<file path="src/rtl/core/jse_pkg.sv">
// Shared types, character codes and helpers for the JSON string escaper.
package jse_pkg;

	// Character codes
	localparam logic [7:0] QUOTE_CH   = 8'h22;
	localparam logic [7:0] BSLASH_CH  = 8'h5C;
	localparam logic [7:0] CH_U       = 8'h75;
	localparam logic [7:0] CH_ZERO    = 8'h30;
	localparam logic [7:0] CH_B       = 8'h62;
	localparam logic [7:0] CH_T       = 8'h74;
	localparam logic [7:0] CH_N       = 8'h6E;
	localparam logic [7:0] CH_F       = 8'h66;
	localparam logic [7:0] CH_R       = 8'h72;
	localparam logic [7:0] CTRL_LIMIT = 8'd32;

	// Control codes with a two-character escape
	localparam logic [7:0] CTRL_BS = 8'd8;
	localparam logic [7:0] CTRL_HT = 8'd9;
	localparam logic [7:0] CTRL_LF = 8'd10;
	localparam logic [7:0] CTRL_FF = 8'd12;
	localparam logic [7:0] CTRL_CR = 8'd13;

	// Body lengths per kind
	localparam logic [2:0] LEN_NONE  = 3'd0;
	localparam logic [2:0] LEN_PLAIN = 3'd1;
	localparam logic [2:0] LEN_SHORT = 3'd2;
	localparam logic [2:0] LEN_UNI   = 3'd6;

	// Default depth of the queue between front and back
	localparam int QUEUE_DEPTH_DEF = 2;

	typedef struct packed {
		logic [7:0] data_byte;
		logic       first_of_string;
		logic       last_of_string;
		logic       empty_string;
	} in_item_t;

	typedef struct packed {
		logic [7:0] out_byte;
		logic       last_out;
	} out_item_t;

	typedef enum logic [1:0] {
		BODY_NONE,
		BODY_PLAIN,
		BODY_SHORT,
		BODY_UNI
	} body_kind_t;

	// Classified item handed from front to back
	typedef struct packed {
		logic       open_q;
		body_kind_t kind;
		logic [7:0] body;
		logic [2:0] body_len;
		logic [2:0] last_idx;
	} desc_t;

	// Lowercase hex digit for one nibble
	function automatic logic [7:0] hex_lower(input logic [3:0] nib);
		logic [7:0] ch;
		if (nib < 4'd10) begin
			ch = CH_ZERO + {4'd0, nib};
		end else begin
			ch = 8'h61 + {4'd0, nib - 4'd10};
		end
		return ch;
	endfunction

endpackage

</file>
<file path="src/rtl/core/jse_front.sv">
// Front end: accepts input items and classifies each into an emission descriptor.
module jse_front import jse_pkg::*; (
	input  logic     item_valid,
	output logic     item_ready,
	input  in_item_t item,
	input  logic     q_full,
	output logic     push,
	output desc_t    desc
);

	logic [7:0] c;
	logic [3:0] total;

	assign c          = item.data_byte;
	assign item_ready = !q_full;
	assign push       = item_valid && !q_full;

	// Classify the byte and work out how many bytes it expands to
	always_comb begin
		desc = '0;
		if (item.empty_string) begin
			desc.open_q   = 1'b1;
			desc.kind     = BODY_NONE;
			desc.body     = QUOTE_CH;
			desc.body_len = LEN_NONE;
		end else begin
			desc.open_q = item.first_of_string;
			if (c == QUOTE_CH || c == BSLASH_CH) begin
				desc.kind     = BODY_SHORT;
				desc.body     = c;
				desc.body_len = LEN_SHORT;
			end else if (c < CTRL_LIMIT) begin
				desc.kind     = BODY_SHORT;
				desc.body_len = LEN_SHORT;
				case (c)
					CTRL_BS: desc.body = CH_B;
					CTRL_HT: desc.body = CH_T;
					CTRL_LF: desc.body = CH_N;
					CTRL_FF: desc.body = CH_F;
					CTRL_CR: desc.body = CH_R;
					default: begin
						desc.kind     = BODY_UNI;
						desc.body     = c;
						desc.body_len = LEN_UNI;
					end
				endcase
			end else begin
				desc.kind     = BODY_PLAIN;
				desc.body     = c;
				desc.body_len = LEN_PLAIN;
			end
		end
		total = {3'd0, desc.open_q} + {1'b0, desc.body_len}
			+ {3'd0, item.empty_string | item.last_of_string};
		desc.last_idx = 3'(total - 4'd1);
	end

endmodule

</file>
<file path="src/rtl/core/jse_queue.sv">
// Short FIFO of descriptors between the front and back ends.
module jse_queue import jse_pkg::*; #(
	parameter int DEPTH = QUEUE_DEPTH_DEF
) (
	input  logic  clk,
	input  logic  arst_n,
	input  logic  push,
	input  desc_t wdata,
	input  logic  pop,
	output desc_t head,
	output logic  head_valid,
	output logic  full
);

	localparam int PTR_W = (DEPTH > 1) ? $clog2(DEPTH) : 1;
	localparam int CNT_W = $clog2(DEPTH + 1);
	localparam logic [PTR_W-1:0] LAST_PTR = PTR_W'(DEPTH - 1);
	localparam logic [CNT_W-1:0] FULL_CNT = CNT_W'(DEPTH);

	desc_t            mem_q [DEPTH];
	logic [PTR_W-1:0] wr_ptr_q;
	logic [PTR_W-1:0] rd_ptr_q;
	logic [CNT_W-1:0] count_q;
	logic             do_pop;

	assign head_valid = (count_q != '0);
	assign full       = (count_q == FULL_CNT);
	assign head       = mem_q[rd_ptr_q];
	assign do_pop     = pop && head_valid;

	// Store incoming descriptors
	always_ff @(posedge clk) begin
		if (push && !full) begin
			mem_q[wr_ptr_q] <= wdata;
		end
	end

	// Advance pointers and occupancy
	always_ff @(posedge clk or negedge arst_n) begin
		if (!arst_n) begin
			wr_ptr_q <= '0;
			rd_ptr_q <= '0;
			count_q  <= '0;
		end else begin
			if (push && !full) begin
				wr_ptr_q <= (wr_ptr_q == LAST_PTR) ? '0 : wr_ptr_q + 1'b1;
			end
			if (do_pop) begin
				rd_ptr_q <= (rd_ptr_q == LAST_PTR) ? '0 : rd_ptr_q + 1'b1;
			end
			case ({push && !full, do_pop})
				2'b10:   count_q <= count_q + 1'b1;
				2'b01:   count_q <= count_q - 1'b1;
				default: count_q <= count_q;
			endcase
		end
	end

	assert property (@(posedge clk) disable iff (!arst_n) count_q <= FULL_CNT)
		else $error("queue occupancy beyond depth");

endmodule

</file>
<file path="src/rtl/core/jse_back.sv">
// Back end: steps through each descriptor and emits one output byte per cycle while res_ready allows.
module jse_back import jse_pkg::*; (
	input  logic      clk,
	input  logic      arst_n,
	input  desc_t     head,
	input  logic      head_valid,
	output logic      pop,
	output logic      res_valid,
	input  logic      res_ready,
	output out_item_t res
);

	logic [2:0] idx_q;
	logic       res_valid_q;
	out_item_t  res_q;
	logic       load;
	logic       at_last;
	logic [2:0] bidx;
	logic [7:0] body_byte;
	logic [7:0] cur_byte;

	assign res_valid = res_valid_q;
	assign res       = res_q;
	assign load      = head_valid && (!res_valid_q || res_ready);
	assign at_last   = (idx_q == head.last_idx);
	assign pop       = load && at_last;
	assign bidx      = idx_q - {2'd0, head.open_q};

	// Pick the body byte at the current position
	always_comb begin
		body_byte = QUOTE_CH;
		unique case (head.kind)
			BODY_NONE:  body_byte = QUOTE_CH;
			BODY_PLAIN: body_byte = head.body;
			BODY_SHORT: body_byte = (bidx == 3'd0) ? BSLASH_CH : head.body;
			BODY_UNI: begin
				case (bidx)
					3'd0:    body_byte = BSLASH_CH;
					3'd1:    body_byte = CH_U;
					3'd4:    body_byte = hex_lower(head.body[7:4]);
					3'd5:    body_byte = hex_lower(head.body[3:0]);
					default: body_byte = CH_ZERO;
				endcase
			end
			default:    body_byte = QUOTE_CH;
		endcase
	end

	// Opening quote, then body, then closing quote
	always_comb begin
		if (head.open_q && idx_q == 3'd0) begin
			cur_byte = QUOTE_CH;
		end else if (bidx < head.body_len) begin
			cur_byte = body_byte;
		end else begin
			cur_byte = QUOTE_CH;
		end
	end

	// Load the output register and advance the position
	always_ff @(posedge clk) begin
		if (load) begin
			res_q.out_byte <= cur_byte;
			res_q.last_out <= at_last;
		end
	end

	always_ff @(posedge clk or negedge arst_n) begin
		if (!arst_n) begin
			idx_q       <= '0;
			res_valid_q <= 1'b0;
		end else begin
			if (load) begin
				res_valid_q <= 1'b1;
				idx_q       <= at_last ? 3'd0 : idx_q + 3'd1;
			end else if (res_ready) begin
				res_valid_q <= 1'b0;
			end
		end
	end

	assert property (@(posedge clk) disable iff (!arst_n)
		head_valid |-> idx_q <= head.last_idx)
		else $error("position ran past the end of the item");

	assert property (@(posedge clk) disable iff (!arst_n)
		!head_valid |-> idx_q == 3'd0)
		else $error("position not rewound while queue is empty");

	assert property (@(posedge clk) disable iff (!arst_n)
		load && !at_last |=> idx_q == $past(idx_q) + 3'd1 && res_valid_q && !res_q.last_out)
		else $error("mid-item step did not advance correctly");

endmodule

</file>
<file path="src/rtl/core/json_string_escaper.sv">
// Top level of the JSON string escaper: front classifier, descriptor queue, back sequencer.
//
//  Channel  Signals                          Payload     Accepted when
//  input    item_valid / item_ready / item   in_item_t   item_valid && item_ready
//  result   res_valid / res_ready / res      out_item_t  res_valid && res_ready
//
//  An item expands to 1..8 result bytes; the back sequencer emits one byte per cycle
//  while res_ready allows, a plain byte giving 1 result byte, a short escape 2 and a
//  \u00XX escape 6, plus one for each quote. Items enter at one per cycle until the
//  queue (QUEUE_DEPTH entries) is full. Reset empties the queue and clears res_valid;
//  no clearing pass. With res_ready low the output byte holds and the queue fills behind it.
module json_string_escaper import jse_pkg::*; #(
	parameter int QUEUE_DEPTH = QUEUE_DEPTH_DEF
) (
	input  logic      clk,
	input  logic      arst_n,
	input  logic      item_valid,
	output logic      item_ready,
	input  in_item_t  item,
	output logic      res_valid,
	input  logic      res_ready,
	output out_item_t res
);

	desc_t desc;
	desc_t head;
	logic  push;
	logic  pop;
	logic  head_valid;
	logic  q_full;

	jse_front u_front (
		.item_valid (item_valid),
		.item_ready (item_ready),
		.item       (item),
		.q_full     (q_full),
		.push       (push),
		.desc       (desc)
	);

	jse_queue #(
		.DEPTH (QUEUE_DEPTH)
	) u_queue (
		.clk        (clk),
		.arst_n     (arst_n),
		.push       (push),
		.wdata      (desc),
		.pop        (pop),
		.head       (head),
		.head_valid (head_valid),
		.full       (q_full)
	);

	jse_back u_back (
		.clk        (clk),
		.arst_n     (arst_n),
		.head       (head),
		.head_valid (head_valid),
		.pop        (pop),
		.res_valid  (res_valid),
		.res_ready  (res_ready),
		.res        (res)
	);

endmodule
</file>
<file path="config.mk">
export PLATFORM = sky130hd
export DESIGN_NAME = json_string_escaper
export DESIGN_NICKNAME = d
export VERILOG_FILES = /design/src/rtl/core/jse_pkg.sv /design/src/rtl/core/jse_front.sv /design/src/rtl/core/jse_queue.sv /design/src/rtl/core/jse_back.sv /design/src/rtl/core/json_string_escaper.sv
export SDC_FILE = /design/constraint.sdc
export NUM_CORES = 1
export LEC_CHECK = 0
export CAP_MARGIN = 20
export CORE_ASPECT_RATIO = 0.7
export CORE_MARGIN = 2
export CORE_UTILIZATION = 55
export DETAILED_ROUTE_END_ITERATION = 10
export DONT_BUFFER_PORTS = 1
export GPL_ROUTABILITY_DRIVEN = 1
export GPL_TIMING_DRIVEN = 0
export PLACE_DENSITY = 0.7
export SLEW_MARGIN = 10
export SYNTH_ARGS = -nofsm -noshare
export SYNTH_HDL_FRONTEND = slang
export SYNTH_HIERARCHICAL = 1
export SYNTH_SLANG_ARGS = --single-unit
</file>
<file path="constraint.sdc">
create_clock -name clk -period 7.3 [get_ports clk]
set_input_delay 1.095 -clock clk [delete_from_list [all_inputs] [get_ports clk]]
set_output_delay 1.095 -clock clk [all_outputs]
set_load 0.02 [all_outputs]
</file>
==> reports/metrics.cfg, run 1 <==
[logic_synthesis]
yosysUniqueCellTypes = 58
syn-instance-count = 253
synth_area_um2 = 2920
async_flop_share = 0.157
synth_compound_gate_area_share = 0.123
synth-edff-count = 43
syn-num-nets = 283
avgSynthCellArea_um2 = 11.5
synthAdderAreaFrac = 0.0703
yosysWarnings = 6
ys_seq_elements = 51
synth_xor_area_frac = 0.0501
synth_top_flop_cell = edfxtp_1
synthMuxAreaShare = 0.0690
yosys.area_share.simple = 0.137
synth_top_family_by_area = simple AND/OR/NAND/NOR gates
ys_seq_area_frac = 0.511

[worst_setup_path]
worstPathArrival_ns = 3.33
crit_top_cell = ha_1
critPathLaunchType = input port
crit_cells = 10
worst-setup-path-type = in -> reg
crit_required_ns = 7.33
reg2reg_slack_ns = 4.47
r2r_end = u_back/res[6]
crit_path_end_kind = flop
rr_startpoint = u_queue/rd_ptr_q
cp_cell_sequence = and3_2 > nand4b_1 > a21oi_1 > or3_1 > ha_1 > inv_1 > ha_1 > fa_1 > a2111oi_0 > a221oi_2
critPathMaxFanout = 6
crit_buf_inv = 1
critical-path-slowest-cell = fa_1
reg2reg_depth = 10
max_stage_delay_ns = 0.40
critPathTopFamily = adder cells

[pwr]
vdd_drop_max_uv = 145
p_seq_frac = 0.384
switching_share = 0.413
power_switching_mw = 0.539
p_per_area_nw_per_um2 = 419
p_clk_frac = 0.125
power.share.combinational = 0.491
p_leak_nw = 1.16
intPower_mw = 0.767

[cts]
tritoncts = yes
clock_path_buffers = 2
postCtsSetupRepairBufs = 0
cts_buffers = 5
h-tree-depth = 2
hold_buffers = 0
clk_latency_ns = 0.30
post_cts_resized = 0
root_buffer = clkbuf_8
clkSlewWorstSetupHoldPaths_ns = 0.10
clock_sinks = 51

[sta]
fin_crit_ns = 3.31
slew_viol_final = 0
relSlewSlack = 0.474
rsz0062_at_grt = no
hold_viol_final = 0
clock.fmax_mhz = 302
whs_ns = 0.470
clock_skew_ns = 0.00979
setup_viol = 0
fin_tns_setup_ns = 0
setup_slack_ns = 3.99
worstMarginPinSlew_ns = 0.788
fin_crit_sh = 0.453

[flow_run]
maxCapViolCount = 0

[routing]
drt_iter0_markers = 161
antenna_left = 0
routedWlPerCell_um = 14.9
routed_wl_um = 4980
drc = 0
via_per_inst = 5.63
vias = 1880
firstDrtPassIters = 4

[global_routing]
grt_max_degree = 18
grt.total_usage = 0.185
grt_pass1_wl_um = 8380
first_global_vias = 1730
grt_remaining_overflow = 0
antenna_found_initial = 0

[die]
initial_core_util = 0.564
core_um2 = 5170
dieArea_um2 = 5920
pin_count = 26
die_h_um = 65.0
dieWidth_um = 91.1
fp-row-count = 22

[placed_design]
dp_hpwl_um = 3760
gp_congestion = 0.830
placed_area_um2 = 3020
port_buffers = 0
pre_cts_ws_ns = 3.67

[final_layout]
diodes = 0
fill_cells = 447
syn_to_final_growth_pct = 6.73
final_cell_mix = edfxtp_1 (43), inv_1 (17), mux2_2 (17), nor2_1 (16), a21oi_1 (15)
fin_area_um2 = 3120
drive_gt1_frac = 0.179
mostFrequentLayoutCell = edfxtp_1
nNetsFinal = 291

[hold_path]
timing.hold.worst.class = in -> async

[run_status]
status = finished, final reports clean

==> layout make-up <==
cell class | count | area (um2) | area share
Sequential cell | 51 | 1490 | 0.479
Multi-Input combinational cell | 177 | 1310 | 0.422
Clock inverter | 3 | 23.8 | 0.00763
Timing Repair Buffer | 1 | 11.3 | 0.00361
Tap cell | 72 | 90.1 | 0.0289
Clock buffer | 5 | 68.8 | 0.0221
Inverter | 17 | 63.8 | 0.0205
Buffer | 8 | 53.8 | 0.0173
==> cells in the mapped netlist (2+ instances only) <==
cell,number,area [um2]
edfxtp_1,43,1290
inv_1,17,63.8
mux2_2,17,191
nor2_1,17,63.8
a21oi_1,15,75.1
ha_1,14,175
o21ai_0,12,60.1
nand2_1,11,41.3
dfrtp_1,8,200
nor3_1,8,40.0
xnor2_1,8,70.1
nor2b_1,7,43.8
xor2_1,5,43.8
nand3_1,4,20.0
a21o_1,3,22.5
a31oi_1,3,18.8
and2_1,3,18.8
clkbuf_1,3,11.3
nand2b_1,3,18.8
or2_2,3,18.8
a211o_1,2,17.5
a211oi_1,2,15.0
a22oi_1,2,15.0
a311oi_1,2,17.5
and3_2,2,15.0
buf_4,2,15.0
buf_6,2,22.5
nand4_1,2,12.5
nor3b_1,2,15.0
o21ai_1,2,10.0
or3_1,2,12.5
==> registers in the layout, summed over array words and instances, names as in the netlist <==
| signal | count |
|---|---|
| u_queue/wr_ptr_q | 1 |
| u_queue/mem_q | 34 |
| u_back/res | 9 |
| u_queue/rd_ptr_q | 1 |
| u_back/idx_q | 3 |
| u_back/res_valid | 1 |
| u_queue/count_q | 2 |
==> logic make-up after synthesis <==
logic type,count (synthesis)
compound gates,54
mux,18
flops,51
fa+ha+maj,16
buf+inv,25
xor+xnor,15
simple gates,74
==> metrics by stage <==
step	std cells	util	power [mW]
global route	334	0.602	1.41
detailed placement	326	0.584	1.15
CTS	334	0.602	1.31
finish	334	0.602	1.31
global placement	325	0.582	1.13
floorplan	253	-	1.01
==> power groups by stage <==
| stage | clock network [mW] | registers, mW | logic (mW) |
|---|---|---|---|
| final | 0.163 | 0.502 | 0.642 |
| after global routing | 0.183 | 0.512 | 0.718 |
| after CTS | 0.169 | 0.503 | 0.641 |
| after detailed placement | 0 | 0.510 | 0.636 |
| after global placement | 0 | 0.506 | 0.621 |
| after floorplan | 0 | 0.500 | 0.512 |
==> worst max-delay path by stage <==
stage	from	end	slack, ns
5_1_grt	item[7]	u_queue/mem_q[0][2]	3.88
3_3_place_gp	item[7]	u_queue/mem_q[0][2]	3.68
6_report	item[7]	u_queue/mem_q[0][2]	3.99
2_1_floorplan	item[7]	u_queue/mem_q[0][2]	3.87
4_1_cts	item[7]	u_queue/mem_q[0][2]	3.99
3_5_place_dp	item[7]	u_queue/mem_q[1][2]	3.67
==> layer usage <==
metal | share of wire | track usage | up-vias
met5 | 0 | 0 | -
met4 | 0.0076 | 0.0492 | 0
met3 | 0.055 | 0.0453 | 4
met2 | 0.43 | 0.275 | 59
met1 | 0.51 | 0.272 | 875
li1 | - | - | 942
(Power assumes the default switching activity.)
==> inputs of run 2 (changes only) <==
ABC_AREA = 1   (was not set)
PLACE_DENSITY = 0.73   (was 0.7)
clock period = 2.9 ns   (was 7.3 ns; I/O delays follow)
==> run 2 against run 1 <==
  * Worst setup slack worse by 3.7 ns
  * Sequential cell count stayed put
  * Largest power group unchanged
  * Critical path depth is 5 higher
==> reports/metrics.cfg, run 2 <==
[run_status]
status = finished, final reports clean

[cts]
clkSlewWorstSetupHoldPaths_ns = 0.09
post_cts_resized = 0
clk_latency_ns = 0.30
clock_sinks = 51
cts_buffers = 5
h-tree-depth = 2
root_buffer = clkbuf_8
postCtsSetupRepairBufs = 0
clock_path_buffers = 2
hold_buffers = 1
tritoncts = yes

[global_routing]
grt_max_degree = 18
first_global_vias = 2132
grt_pass1_wl_um = 9870
antenna_found_initial = 0
grt_remaining_overflow = 0
grt.total_usage = 0.203

[final_layout]
mostFrequentLayoutCell = nand2_1
drive_gt1_frac = 0.162
post-route-util = 0.626
nNetsFinal = 406
largest_reg_flops = 34
fin_area_um2 = 3340
syn_to_final_growth_pct = 7.35
diodes = 0
regMostFlops = u_queue/mem_q
fin_cells = 449
final_cell_mix = nand2_1 (123), inv_1 (43), edfxtp_1 (43), nor2_1 (28), nand3_1 (22)

[pwr]
vdd_drop_max_uv = 373
p_per_area_nw_per_um2 = 1090
p_leak_nw = 1.54

[logic_synthesis]
synth-edff-count = 43
yosysUniqueCellTypes = 34
async_flop_share = 0.157
yosysWarnings = 6
synthMostInstantiatedCell = nand2_1
syn-instance-count = 367
avgSynthCellArea_um2 = 8.49
synth_top_flop_cell = edfxtp_1
ys_seq_elements = 51
synth_top_area_share = 0.415
synthTopCellsByArea = edfxtp_1 (41%), nand2_1 (15%), dfrtp_1 (6.4%)
synth_area_um2 = 3110
synth_common_cells = nand2_1 (123), edfxtp_1 (43), inv_1 (43)
syn-num-nets = 397
synth_top_area_cell = edfxtp_1
ys_seq_area_frac = 0.479

[worst_setup_path]
critPathTopFamily = adder cells
crit_path_end_kind = flop
max_stage_delay_ns = 0.36
critPathLaunchType = flop
critPathMaxFanout = 10
worst-setup-path-type = reg -> reg
critical-path-slowest-cell = ha_1
crit_top_cell = ha_1
worstPathArrival_ns = 2.64
cp_cell_sequence = buf_6 > inv_4 > nand2_1 > nand2_1 > ha_1 > ha_1 > inv_1 > ha_1 > a21oi_1 > a21o_1 > inv_1 > nor2_2 > nand2_4 > inv_2 > o21ai_2
crit_required_ns = 2.95
crit_buf_inv = 5

[routing]
firstDrtPassIters = 4
drt_iter0_markers = 148
vias = 2259
routed_wl_um = 5620
routedWlPerCell_um = 12.5
via_per_inst = 5.03
drc = 0
antenna_left = 0

[flow_run]
maxCapViolCount = 0

[sta]
fin_tns_setup_ns = 0
fin_crit_sh = 0.892
rsz0062_at_grt = no
clock_skew_ns = 0.00779
setup_viol = 0
slew_viol_final = 0
fin_crit_ns = 2.59
clock.fmax_mhz = 386
worstMarginPinSlew_ns = 0.450
relSlewSlack = 0.700
hold_viol_final = 0

[die]
initial_core_util = 0.583
dieArea_um2 = 6290
pin_count = 26
dieWidth_um = 93.9
fp-row-count = 22
die_h_um = 67.0
core_um2 = 5340

[placed_design]
dp_cells = 440
dp_hpwl_um = 4410
port_buffers = 0
gp_congestion = 0.892
placed_area_um2 = 3220

[hold_path]
timing.hold.worst.class = in -> reg

## run 2: cell count changes in the layout (fill, tap and decap cells not counted), moves of 9 or more
cell,previous run,this run
nand2_1,11,123
inv_1,17,43
nand3_1,4,22
mux2_2,17,0
a21oi_1,15,2
nor2_1,16,28
inv_2,0,10
nand2_2,0,9
## run 2: where the power goes
group          internal, mW  leakage (nW)  switching [mW]
clock                 0.257        0.0562           0.229
combinational         0.626         0.984            1.25
sequential             1.11         0.500           0.180
total                  1.99          1.54            1.66
## run 2: metal layers
layer / wire length, um / global-route usage / share of wire
met3: 244 / 0.0543 / 0.043
met2: 2370 / 0.306 / 0.42
met5: 0 / 0 / 0
met1: 3000 / 0.302 / 0.53
met4: 12 / 0.0272 / 0.0021
## run 2: path summary, 6_finish.rpt
check                                 startpoint            endpoint  slack, ns  cells after the start
worst max register to register  u_queue/rd_ptr_q       u_back/res[6]       0.31                     15
worst min-delay path                   res_ready    u_back/res_valid       0.29                      3
worst max-delay path            u_queue/rd_ptr_q       u_back/res[6]       0.31                     15
min in group asynchronous                 arst_n  u_queue/count_q[0]       0.49                      1
worst min register to register  u_queue/wr_ptr_q    u_queue/wr_ptr_q       0.49                      2
max in group asynchronous                 arst_n    u_queue/wr_ptr_q       2.13                      1
## run 2: logic make-up (layout without fill, tap and decap cells)
kind of cell               Yosys count  after routing  share of synthesized area
xor gates and xnor gates             6              6                     0.0169
DFF                                 51             51                      0.479
and+or+nand+nor                    204            204                      0.289
adders and majority gates           15             15                     0.0627
buffers and inverters               60             70                     0.0816
AOI/OAI and AO/OA                   31             31                     0.0711
## run 2: through the flow
stage / hold slack, ns / worst slack, ns / power [mW]
after floorplan: 0.139 / 0.619 / 2.78
after CTS: 0.285 / 0.307 / 3.66
after global routing: 0.297 / 0.0963 / 4.01
final: 0.294 / 0.312 / 3.65
after detailed placement: 0.140 / 0.350 / 3.17
after global placement: 0.140 / 0.380 / 3.11
## run 2: worst min-delay path: stages
cell,delay (ns)
inv_1,0.02
nand2_1,0.06
nand2_1,0.05
## run 2: cell type report
type / count / area, um2
Fill cell: 475 / 2000
Sequential cell: 51 / 1490
Multi-Input combinational cell: 256 / 1370
Inverter: 56 / 216
Tap cell: 72 / 90.1
Clock buffer: 5 / 68.8
Clock inverter: 3 / 42.5
Buffer: 4 / 37.5
Timing Repair Buffer: 2 / 25.0
